`config.mk`:
```
export PLATFORM = sky130hd
export DESIGN_NAME = csv_field_splitter_top
export DESIGN_NICKNAME = d
export VERILOG_FILES = /design/src/sv/csvfs_pkg.sv /design/src/sv/csvfs_step.sv /design/src/sv/csv_field_splitter_top.sv
export SDC_FILE = /design/constraint.sdc
export NUM_CORES = 1
export LEC_CHECK = 0
export BUFFER_PORTS_ARGS = -buffer_cell sky130_fd_sc_hd__buf_2
export CAP_MARGIN = 20
export CORE_UTILIZATION = 55
export DETAILED_ROUTE_END_ITERATION = 10
export GPL_TIMING_DRIVEN = 0
export PLACE_DENSITY = 0.74
export SLEW_MARGIN = 20
export SYNTH_ARGS = -nofsm -noshare
export SYNTH_HDL_FRONTEND = slang
export SYNTH_SLANG_ARGS = --single-unit
```
`constraint.sdc`:
```
create_clock -name i_clk -period 10.4 [get_ports i_clk]
set_input_delay 1.04 -clock i_clk [delete_from_list [all_inputs] [get_ports i_clk]]
set_output_delay 1.04 -clock i_clk [all_outputs]
set_load 0.02 [all_outputs]
```
`src/sv/csvfs_pkg.sv`:
```
// shared types, constants and token functions for the csv field splitter
`default_nettype none
package csvfs_pkg;

    localparam int unsigned MAX_EV = 8;

    localparam logic [7:0] LF_BYTE = 8'd10;
    localparam logic [7:0] CR_BYTE = 8'd13;

    localparam logic [7:0] DELIM_RST = 8'd44;
    localparam logic [7:0] QUOTE_RST = 8'd34;
    localparam logic [7:0] ESC_RST   = 8'd92;

    // config register indexes
    localparam logic [1:0] REG_DELIM = 2'd0;
    localparam logic [1:0] REG_QUOTE = 2'd1;
    localparam logic [1:0] REG_ESC   = 2'd2;

    // event kinds
    localparam logic [2:0] KIND_BYTE  = 3'd0;
    localparam logic [2:0] KIND_FIELD = 3'd1;
    localparam logic [2:0] KIND_ROW   = 3'd2;
    localparam logic [2:0] KIND_OK    = 3'd3;
    localparam logic [2:0] KIND_ERR   = 3'd4;

    // byte classes
    localparam logic [2:0] CL_NL    = 3'd0;
    localparam logic [2:0] CL_QUOTE = 3'd1;
    localparam logic [2:0] CL_DELIM = 3'd2;
    localparam logic [2:0] CL_ESC   = 3'd3;
    localparam logic [2:0] CL_CHAR  = 3'd4;
    localparam logic [2:0] CL_WHITE = 3'd5;

    typedef struct packed {
        logic [7:0] delim;
        logic [7:0] quote;
        logic [7:0] esc;
    } t_cfg;

    typedef struct packed {
        logic in_quotes;
        logic failed;
        logic field_has_bytes;
        logic row_has_fields;
        logic prior_allows_open;
        logic escape_waiting;
        logic cr_waiting;
    } t_state;

    localparam t_state STATE_RST = '{
        in_quotes: 1'b0, failed: 1'b0, field_has_bytes: 1'b0,
        row_has_fields: 1'b0, prior_allows_open: 1'b1,
        escape_waiting: 1'b0, cr_waiting: 1'b0
    };

    typedef struct packed {
        logic [7:0] fbyte;
        logic [2:0] kind;
    } t_event;

    typedef t_event [MAX_EV-1:0] t_ev_list;

    typedef struct packed {
        t_state     st;
        t_ev_list   ev;
        logic [3:0] n;
    } t_work;

    function automatic logic [2:0] classify(logic [7:0] b, t_cfg cfg);
        logic [2:0] c;
        if (b == LF_BYTE) begin
            c = CL_NL;
        end else begin
            if (b == cfg.quote)      c = CL_QUOTE;
            else if (b == cfg.delim) c = CL_DELIM;
            else if (b == cfg.esc)   c = CL_ESC;
            else                     c = CL_CHAR;
            if (b == 8'd9 || b == 8'd11 || b == 8'd12 || b == CR_BYTE || b == 8'd32)
                c = CL_WHITE;
        end
        return c;
    endfunction

    function automatic t_work emit(t_work w, logic [2:0] kind, logic [7:0] b);
        t_work r;
        r = w;
        if (r.n < 4'(MAX_EV)) begin
            r.ev[r.n[2:0]] = '{fbyte: b, kind: kind};
            r.n = r.n + 4'd1;
        end
        return r;
    endfunction

    // one folded byte through the field/row logic
    function automatic t_work token(t_work w, logic [7:0] b, t_cfg cfg);
        t_work      r;
        logic [2:0] c;
        logic       done;
        r    = w;
        c    = classify(b, cfg);
        done = r.st.failed;
        if (!done && r.st.escape_waiting) begin
            r.st.escape_waiting = 1'b0;
            if (c == CL_QUOTE) begin
                // escaped quote is a literal byte
                r = emit(r, KIND_BYTE, b);
                r.st.field_has_bytes   = 1'b1;
                r.st.prior_allows_open = 1'b0;
                done = 1'b1;
            end else begin
                r = emit(r, KIND_BYTE, cfg.esc);
                r.st.field_has_bytes = 1'b1;
            end
        end
        if (!done) begin
            case (c)
                CL_NL: begin
                    if (r.st.in_quotes) begin
                        r.st.failed = 1'b1;
                    end else begin
                        if (r.st.field_has_bytes) begin
                            r = emit(r, KIND_FIELD, 8'd0);
                            r.st.field_has_bytes = 1'b0;
                            r.st.row_has_fields  = 1'b1;
                        end
                        if (r.st.row_has_fields) begin
                            r = emit(r, KIND_ROW, 8'd0);
                            r.st.row_has_fields = 1'b0;
                        end
                        r.st.prior_allows_open = 1'b1;
                    end
                end
                CL_DELIM: begin
                    if (r.st.in_quotes) begin
                        r = emit(r, KIND_BYTE, b);
                        r.st.field_has_bytes = 1'b1;
                    end else begin
                        r = emit(r, KIND_FIELD, 8'd0);
                        r.st.field_has_bytes = 1'b0;
                        r.st.row_has_fields  = 1'b1;
                    end
                    r.st.prior_allows_open = 1'b1;
                end
                CL_ESC: begin
                    r.st.escape_waiting    = 1'b1;
                    r.st.prior_allows_open = 1'b0;
                end
                CL_CHAR: begin
                    r = emit(r, KIND_BYTE, b);
                    r.st.field_has_bytes   = 1'b1;
                    r.st.prior_allows_open = 1'b0;
                end
                CL_WHITE: begin
                    if (r.st.in_quotes) begin
                        r = emit(r, KIND_BYTE, b);
                        r.st.field_has_bytes = 1'b1;
                    end
                    r.st.prior_allows_open = 1'b1;
                end
                CL_QUOTE: begin
                    if (r.st.in_quotes) begin
                        r.st.in_quotes         = 1'b0;
                        r.st.prior_allows_open = 1'b0;
                    end else if (!r.st.prior_allows_open) begin
                        // quote opened in the middle of a field
                        r.st.failed    = 1'b1;
                        r.st.in_quotes = 1'b1;
                    end else begin
                        r.st.in_quotes         = 1'b1;
                        r.st.prior_allows_open = 1'b0;
                    end
                end
                default: begin
                    r = r;
                end
            endcase
        end
        return r;
    endfunction

endpackage
`default_nettype wire

```
`src/sv/csvfs_step.sv`:
```
// per-byte step: cr/lf folding, tokenizing and end-of-document handling
`default_nettype none
module csvfs_step (
    input  var csvfs_pkg::t_state   i_st,
    input  var csvfs_pkg::t_cfg     i_cfg,
    input  wire logic [7:0]         i_byte,
    input  wire logic               i_last,
    output csvfs_pkg::t_state       o_st,
    output csvfs_pkg::t_ev_list     o_ev,
    output logic [3:0]              o_n
);
    import csvfs_pkg::*;

    t_work w;
    logic  folded;

    always_comb begin
        w.st   = i_st;
        w.ev   = '0;
        w.n    = 4'd0;
        folded = 1'b0;

        // a held cr resolves against this byte
        if (w.st.cr_waiting) begin
            w.st.cr_waiting = 1'b0;
            if (i_byte == LF_BYTE) begin
                w      = token(w, LF_BYTE, i_cfg);
                folded = 1'b1;
            end else begin
                w = token(w, CR_BYTE, i_cfg);
            end
        end
        if (!folded) begin
            if (i_byte == CR_BYTE) w.st.cr_waiting = 1'b1;
            else                   w = token(w, i_byte, i_cfg);
        end

        // end of document: flush cr, implied newline, verdict
        if (i_last) begin
            if (w.st.cr_waiting) begin
                w.st.cr_waiting = 1'b0;
                w = token(w, CR_BYTE, i_cfg);
            end
            w = token(w, LF_BYTE, i_cfg);
            w = emit(w, (w.st.failed || w.st.in_quotes) ? KIND_ERR : KIND_OK, 8'd0);
            w.st = STATE_RST;
        end

        o_st = w.st;
        o_ev = w.ev;
        o_n  = w.n;
    end

endmodule
`default_nettype wire

```
`src/sv/csv_field_splitter_top.sv`:
```
// top level of the csv field splitter: input register, step logic, event group queue
//
// usage
//   s_axis carries one document byte per transfer: tdata[7:0] is the byte,
//   tlast marks the last byte of a document (an implied newline and the
//   document verdict follow it).
//   m_axis carries one event per transfer: tdata[2:0] event kind, tdata[10:3]
//   the field byte (zero for other kinds); tlast is high on the final event
//   caused by one input byte.
//   the config port writes delimiter, quote and escape bytes by index; write
//   only while no document byte is in flight.
// timing
//   an accepted byte is held in the input register until the queue has room,
//   then its events (zero to eight) land as one group in the queue.
//   one byte per cycle is taken while the queue has room; events drain one
//   per cycle while m_axis_tready is high, and that drain sets the rate.
// reset and stall
//   reset empties the input register and queue, clears parser state and loads
//   the default config bytes. a stalled m_axis fills the queue, then tready on
//   s_axis drops; nothing is lost.
`default_nettype none
module csv_field_splitter_top #(
    parameter int unsigned FIFO_DEPTH = 4
) (
    input  wire logic        i_clk,
    input  wire logic        i_rst_n,
    // config write port
    input  wire logic        i_cfg_wr_en,
    input  wire logic [1:0]  i_cfg_index,
    input  wire logic [7:0]  i_cfg_data,
    // input byte stream
    input  wire logic        s_axis_tvalid,
    output logic             s_axis_tready,
    input  wire logic [7:0]  s_axis_tdata,   // [7:0] data_byte
    input  wire logic        s_axis_tlast,   // end_of_document
    // event stream
    output logic             m_axis_tvalid,
    input  wire logic        m_axis_tready,
    output logic [15:0]      m_axis_tdata,   // [2:0] event_kind, [10:3] field_byte
    output logic             m_axis_tlast    // last_of_run
);
    import csvfs_pkg::*;

    localparam int unsigned PW = (FIFO_DEPTH > 1) ? $clog2(FIFO_DEPTH) : 1;
    localparam int unsigned CW = $clog2(FIFO_DEPTH + 1);

    // config registers
    t_cfg r_cfg;

    // input register
    logic       r_in_valid;
    logic [7:0] r_in_byte;
    logic       r_in_last;

    // parser state
    t_state r_st;

    // event group queue
    t_ev_list          r_grp_ev [FIFO_DEPTH];
    logic [3:0]        r_grp_n  [FIFO_DEPTH];
    logic [PW-1:0]     r_wr_ptr;
    logic [PW-1:0]     r_rd_ptr;
    logic [CW-1:0]     r_cnt;
    logic [2:0]        r_ev_idx;

    t_state     n_st;
    t_ev_list   step_ev;
    logic [3:0] step_n;

    logic   room;
    logic   consume;
    logic   push;
    logic   pop;
    logic   out_xfer;
    logic   in_xfer;
    t_event head_ev;
    logic   head_last;

    csvfs_step u_step (
        .i_st   (r_st),
        .i_cfg  (r_cfg),
        .i_byte (r_in_byte),
        .i_last (r_in_last),
        .o_st   (n_st),
        .o_ev   (step_ev),
        .o_n    (step_n)
    );

    assign room    = (r_cnt != CW'(FIFO_DEPTH));
    assign consume = r_in_valid && room;
    assign push    = consume && (step_n != 4'd0);

    assign s_axis_tready = !r_in_valid || room;
    assign in_xfer       = s_axis_tvalid && s_axis_tready;

    // head of queue, one event per output cycle while m_axis_tready is high
    assign head_ev   = r_grp_ev[r_rd_ptr][r_ev_idx];
    assign head_last = ({1'b0, r_ev_idx} == (r_grp_n[r_rd_ptr] - 4'd1));

    assign m_axis_tvalid = (r_cnt != '0);
    assign m_axis_tdata  = {5'd0, head_ev};
    assign m_axis_tlast  = head_last;

    assign out_xfer = m_axis_tvalid && m_axis_tready;
    assign pop      = out_xfer && head_last;

    // config writes; unlisted index is ignored
    always_ff @(posedge i_clk) begin
        if (!i_rst_n) begin
            r_cfg <= '{delim: DELIM_RST, quote: QUOTE_RST, esc: ESC_RST};
        end else if (i_cfg_wr_en) begin
            case (i_cfg_index)
                REG_DELIM: r_cfg.delim <= i_cfg_data;
                REG_QUOTE: r_cfg.quote <= i_cfg_data;
                REG_ESC:   r_cfg.esc   <= i_cfg_data;
                default:   r_cfg       <= r_cfg;
            endcase
        end
    end

    // input register
    always_ff @(posedge i_clk) begin
        if (!i_rst_n) begin
            r_in_valid <= 1'b0;
        end else if (in_xfer) begin
            r_in_valid <= 1'b1;
        end else if (consume) begin
            r_in_valid <= 1'b0;
        end
    end

    always_ff @(posedge i_clk) begin
        if (in_xfer) begin
            r_in_byte <= s_axis_tdata;
            r_in_last <= s_axis_tlast;
        end
    end

    // parser state advances when the held byte moves into the queue
    always_ff @(posedge i_clk) begin
        if (!i_rst_n) begin
            r_st <= STATE_RST;
        end else if (consume) begin
            r_st <= n_st;
        end
    end

    // queue payload
    always_ff @(posedge i_clk) begin
        if (push) begin
            r_grp_ev[r_wr_ptr] <= step_ev;
            r_grp_n[r_wr_ptr]  <= step_n;
        end
    end

    // queue control
    always_ff @(posedge i_clk) begin
        if (!i_rst_n) begin
            r_wr_ptr <= '0;
            r_rd_ptr <= '0;
            r_cnt    <= '0;
            r_ev_idx <= '0;
        end else begin
            if (push) begin
                r_wr_ptr <= (r_wr_ptr == PW'(FIFO_DEPTH - 1)) ? '0 : r_wr_ptr + PW'(1);
            end
            if (pop) begin
                r_rd_ptr <= (r_rd_ptr == PW'(FIFO_DEPTH - 1)) ? '0 : r_rd_ptr + PW'(1);
                r_ev_idx <= '0;
            end else if (out_xfer) begin
                r_ev_idx <= r_ev_idx + 3'd1;
            end
            if (push && !pop) begin
                r_cnt <= r_cnt + CW'(1);
            end else if (pop && !push) begin
                r_cnt <= r_cnt - CW'(1);
            end
        end
    end

endmodule
`default_nettype wire

```
==> results.toml, run 1 <==
[run_status]
status = "finished, final reports clean"

[yosys]
yosysSeqAreaShare_pct = 58.5
ys_ff_latch = 421
synth_common_cells = "edfxtp_1 (377), mux4_2 (113), nand2_1 (111), nor2_1 (92), o21ai_0 (53)"
synth_edf_count = 377
synth_area_leaders = "edfxtp_1 (54%), mux4_2 (12%), dfxtp_1 (4.2%)"
yosysUniqueCellTypes = 108
synth-warning-count = 0
async_flop_share_pct = 0
syn_inst = 1486
synth.most_common_cell = "edfxtp_1"
synth-main-ff-cell = "edfxtp_1"
synth.top_cell.area_share_pct = 54.3
synth_area_per_cell_um2 = 14.0
synth_area_um2 = 20900
yosys.area.top_type = "edfxtp_1"

[clocking]
numCtsBuffers = 42
cts.sinks = 421
htreeDepth = 2
clk_latency_ns = 0.57
clockBufferDepth = 3
clkTransAtPathRegs_ns = 0.07
cts_root_buf = "clkbuf_16"
postCtsHoldBufs = 0
cts_tree = "yes"

[route]
drt_iter0_drc = 1854
drtPass1Iterations = 6
drt_wl_total_um = 58600
ant_nets = 0
vias = 14100
route.detailed.drc = 0
wl_per_cell_um = 26.7
avgViaCountPerCell = 6.43

[critical_path]
crit_type = "flop to flop"
path_common_cell = "ha_1"
worstPathMaxFanout = 10
start_kind = "flop"
max_stage_delay_ns = 0.55
worst_setup_path_end_kind = "flop"
cp.arrival_ns = 10.54
cpMaxStageDelayCell = "or4_4"
critPathRequiredTime_ns = 10.91

[global_routing]
grt_pass1_wl_um = 87700
first_global_vias = 14000
track_usage_pct = 31.1
antenna_found_initial = 1
grt_overflow = 0
grt_start_max_net_pins = 48

[final_layout]
fill_cells = 2695
final_layout_size_suffix_gt1_share_pct = 22.0
multiInputGateArea_um2 = 8620
fin_cells = 2192
synthToLayoutAreaGrowth_pct = 14.3
fin_util_pct = 64.5
seq_area_um2 = 12200
nets = 1700
antennaDiodeCount = 0

[timing]
relSlewSlack_pct = 20.2
fin_skew_ns = 0.0260
tightestPinTransition_ns = 1.19
hold_viol = 0
slew_viol_final = 0
tns_ns = 0
fmax_mhz = 99.7
min_period_ns = 10.03
finalCritPeriodShare_pct = 96.5
setup_viol = 0

[power]
pwr-share-comb_pct = 13.7
switching_share_pct = 25.0
pwr_density_cell_nw_per_um2 = 166
clockPowerShare_pct = 37.1
power_frac_seq_pct = 49.2
internal-power_w = 0.00296
vdd_drop_max_v = 0.000125
p_leak_nw = 7.90
power_switching_w = 0.000989

[placed_design]
gp_congestion = 0.957
dp_hpwl_um = 41100
placed_cells = 2104
io_buffers = 37

[floorplan]
die_w_um = 197
core_um2 = 37000
core.rowCount = 70
initial_core_util_pct = 56.4
dieArea_um2 = 38700
io_pins = 43
die_h_um = 197

[job]
maxCapViolations = 0

[hold_path]
hp-class = "flop to flop"
## worst max-delay path, delay by kind of cell, from the launching register on
| kind | cells | cell delay (ns) |
|---|---|---|
| compound gates | 15 | 3.14 |
| xor+xnor | 1 | 0.07 |
| fa+ha+maj | 11 | 2.99 |
| buf+inv | 9 | 0.96 |
| flops | 1 | 0.36 |
| mux | 1 | 0.17 |
| simple gates | 11 | 2.24 |
## cell usage in the layout, fill, tap and decap left out, drive strengths merged, types with 9 or more instances in the layout
master / n
clkinv: 17
and2: 20
buf: 97
a21boi: 10
mux4: 113
ha: 19
nand4: 13
clkbuf: 106
nor3: 33
or3: 12
o211ai: 11
xor2: 13
and3: 9
o22ai: 15
mux2i: 27
nor2: 97
a21o: 13
nor4: 21
a22o: 9
a21oi: 49
nand2b: 11
a22oi: 34
edfxtp: 377
a211oi: 11
nand3: 33
a31oi: 14
nand2: 113
inv: 34
conb: 69
dfxtp: 44
o21ai: 59
mux2: 19
xnor2: 28
nor2b: 26
## layer usage
metal / global-route usage [%] / part of all wire [%] / routed length, um / vias up
li1: - / - / - / 6186
met4: 12.5 / 3.7 / 2180 / 0
met2: 50.2 / 48 / 28100 / 716
met1: 42.8 / 40 / 23300 / 7056
met5: 0 / 0 / 0 / -
met3: 4.48 / 8.6 / 5060 / 146
## worst paths after layout
kind / start / to / slack [ns] / cells after the start
setup reg to reg: r_in_byte[2] / r_cnt[2] / 0.37 / 48
setup / recovery: r_in_byte[2] / r_cnt[2] / 0.37 / 48
hold / removal: r_cfg[21] / r_cfg[21] / 0.50 / 2
hold reg to reg: r_cfg[21] / r_cfg[21] / 0.50 / 2
## sequential cells by signal (all words and copies together), names as in the netlist, named ones only
signal	flops
r_ev_idx	3
r_rd_ptr	2
r_st	7
r_cnt	3
r_grp_ev	352
r_cfg	24
r_wr_ptr	2
r_grp_n	16
r_in_valid	1
r_in_byte	8
r_in_last	1
## area by class of cell
class | count | share of cell area, %
inverter | 33 | 0.551
clock buffer | 54 | 4.77
sequential | 421 | 51.2
multi-input combinational | 1009 | 36.2
buffer | 91 | 1.81
tap | 504 | 2.65
timing repair buffer | 58 | 2.09
clock inverter | 22 | 0.777
## power by group through the flow
stage	Sequential, W	Combinational, W	Clock [W]
floorplan	0.00197	0.000350	0
global placement	0.00198	0.000497	0
detailed placement	0.00198	0.000519	0
CTS	0.00194	0.000533	0.00149
global route	0.00195	0.000577	0.00154
finish	0.00194	0.000542	0.00146
## per-stage QoR
stage	worst slack (ns)	hold WS [ns]	instance area (um2)	total power, W
final	0.368	0.498	23800	0.00395
after global routing	-0.0206	0.528	23800	0.00407
after CTS	0.00389	0.503	23700	0.00396
after detailed placement	-1.95	0.487	22200	0.00250
after global placement	-3.15	0.479	21900	0.00248
after floorplan	0.188	0.462	21100	0.00232
## kinds of logic (layout without fill, tap and decap cells)
| logic type | Yosys count | after routing | share of synthesized area (%) |
|---|---|---|---|
| other | 1 | 69 | 0.0180 |
| and+or+nand+nor | 426 | 427 | 11.2 |
| AOI/OAI and AO/OA | 292 | 292 | 10.2 |
| buffers and inverters | 125 | 258 | 2.53 |
| adders and majority gates | 20 | 20 | 1.24 |
| muxes | 159 | 159 | 14.5 |
| DFF | 421 | 421 | 58.5 |
| xor gates and xnor gates | 42 | 42 | 1.84 |
## what timing repair did
action / in CTS / in global routing
gates resized for setup: 28 / 26
pin swaps: 7 / 7
setup buffers: 8 / 3
setup endpoints to repair: 673 / 368
cloned: 1 / 0
Note: power is estimated with default switching activity, not from simulation.
==> run 2: changes to the inputs <==
- CTS_BUF_LIST: not set -> sky130_fd_sc_hd__clkbuf_2
==> run 2 against run 1 <==
Fmax shrank 0.61%. Final area down 1.3%. Clock skew grew 0.053 ns. Total power down 9.4%. Register-to-register slack got worse by 0.06 ns. Worst setup slack lost 0.061 ns. Flip-flop and latch count unchanged. First-iteration DRC count is 15% lower.
==> results.toml, run 2 (synthesis results as in run 1) <==
[route]
vias = 14600
drtPass1Iterations = 6
drt_wl_total_um = 58400
wl_per_cell_um = 25.3
drt_iter0_drc = 1570
ant_nets = 0
avgViaCountPerCell = 6.31
route.detailed.drc = 0

[power]
p_leak_nw = 7.99
vdd_drop_max_v = 0.0000907
pwr_density_cell_nw_per_um2 = 152

[global_routing]
antenna_found_initial = 2
track_usage_pct = 30.9
grt_pass1_wl_um = 87100
grt_start_max_net_pins = 48
grt_overflow = 0
use_met2_pct = 50.5
grt_use_met1_pct = 41.2
grt-busiest-layer = "met2"
met3_usage_pct = 5.85
first_global_vias = 14400

[run_status]
status = "finished, final reports clean"

[clocking]
clkTransAtPathRegs_ns = 0.10
numCtsBuffers = 103
clk_latency_ns = 1.07
cts.sinks = 421
clockBufferDepth = 3
cts_root_buf = "clkbuf_2"
htreeDepth = 3
postCtsHoldBufs = 0
cts_tree = "yes"

[timing]
fmax_mhz = 99.1
finalCritPeriodShare_pct = 97.1
hold_viol = 0
slew_viol_final = 0
relSlewSlack_pct = 18.0
min_period_ns = 10.09
tightestPinTransition_ns = 1.22
tns_ns = 0
fin_skew_ns = 0.0793
setup_viol = 0

[hold_path]
hp-class = "input pin to flop"

[critical_path]
crit_type = "flop to flop"
cpMaxStageDelayCell = "or4_4"
worst_setup_path_end_kind = "flop"
critPathLaunch = "r_in_byte[4]"
rrSetupSlack_ns = 0.31
worstPathMaxFanout = 10
path_common_cell = "ha_1"
r2r_start = "r_in_byte[4]"
max_stage_delay_ns = 0.55
rr_worst_depth = 48
cp.arrival_ns = 11.06
crit_end = "r_cnt[2]"
critPathRequiredTime_ns = 11.36
timing.rr.end = "r_cnt[2]"
start_kind = "flop"

[placed_design]
gp_congestion = 0.957
dp_hpwl_um = 41100
placed_cells = 2104
io_buffers = 37

[floorplan]
core.rowCount = 70
die_h_um = 197
die_w_um = 197
io_pins = 43
dieArea_um2 = 38700
core_um2 = 37000
initial_core_util_pct = 56.4

[final_layout]
top_register = "r_grp_ev"
final_layout_size_suffix_gt1_share_pct = 26.5
synthToLayoutAreaGrowth_pct = 12.7
reg_top3 = "r_grp_ev (352), r_cfg (24), r_grp_n (16)"
mostFrequentLayoutCells = "edfxtp_1 (377), clkbuf_2 (147), mux4_2 (113), nand2_1 (111), nor2_1 (92)"
fill_cells = 2808
nets = 1765
fin_cells = 2308
multiInputGateArea_um2 = 8620
seq_area_um2 = 12200
layout_commonest_cell = "edfxtp_1"
largest_register_ff_count = 352
fin_util_pct = 63.6

[job]
maxCapViolations = 0
run 2: how the worst min path moves through the flow:
stage	startpoint	to	slack (ns)	cells after the start
after floorplan	r_cfg[18]	r_cfg[18]	0.46	2
after global placement	r_cfg[18]	r_cfg[18]	0.48	2
after detailed placement	r_cfg[21]	r_cfg[21]	0.49	2
after CTS	s_axis_tlast	r_in_last	0.08	1
after global routing	s_axis_tlast	r_in_last	0.05	1
final	s_axis_tdata[0]	r_in_byte[0]	0.18	1
run 2: stage by stage:
step	area, um2	hold WS (ns)	power, W	worst slack [ns]
2_1_floorplan	21100	0.462	0.00232	0.188
6_report	23500	0.176	0.00358	0.307
4_1_cts	23300	0.0756	0.00360	0.0144
3_5_place_dp	22200	0.487	0.00250	-1.95
3_3_place_gp	21900	0.479	0.00248	-3.15
5_1_grt	23500	0.0521	0.00373	-0.00934
run 2: report_power, final:
group / switching, W / internal (W) / total, W
logic: 0.000324 / 0.000216 / 0.000541
clock network: 0.000671 / 0.000430 / 0.00110
registers: 0.0000229 / 0.00192 / 0.00194
run 2: cell type report:
cell class | instances | share of cell area [%]
clock buffers | 141 | 3.00
well taps | 504 | 2.68
diodes | 2 | 0.0213
multi-input cells | 1009 | 36.6
repair buffers | 62 | 2.28
flip-flops and latches | 421 | 51.9
inverters | 33 | 0.559
clock inverters | 45 | 1.11
plain buffers | 91 | 1.81
run 2: routing by layer:
metal | up-vias | routed length (um) | share of wire, %
met3 | 167 | 5130 | 8.8
met1 | 7153 | 22900 | 39
met4 | 0 | 1930 | 3.3
met2 | 857 | 28400 | 49
met5 | - | 0 | 0
li1 | 6397 | - | -
run 2: timing repair:
action,CTS,global route
setup endpoints to repair,673,368
gates cloned,1,0
gates resized for setup,29,22
setup buffers,8,5
pin swaps,6,5
run 2: critical path, delay by kind of cell (launching register included):
| family | cells | cell delay (ns) |
|---|---|---|
| AND/OR/NAND/NOR | 11 | 2.18 |
| AO/OA/AOI/OAI | 15 | 3.22 |
| XOR/XNOR | 1 | 0.07 |
| multiplexers | 1 | 0.18 |
| adder cells (fa/ha/maj) | 11 | 2.99 |
| buffers and inverters | 9 | 0.97 |
| flip-flops | 1 | 0.38 |
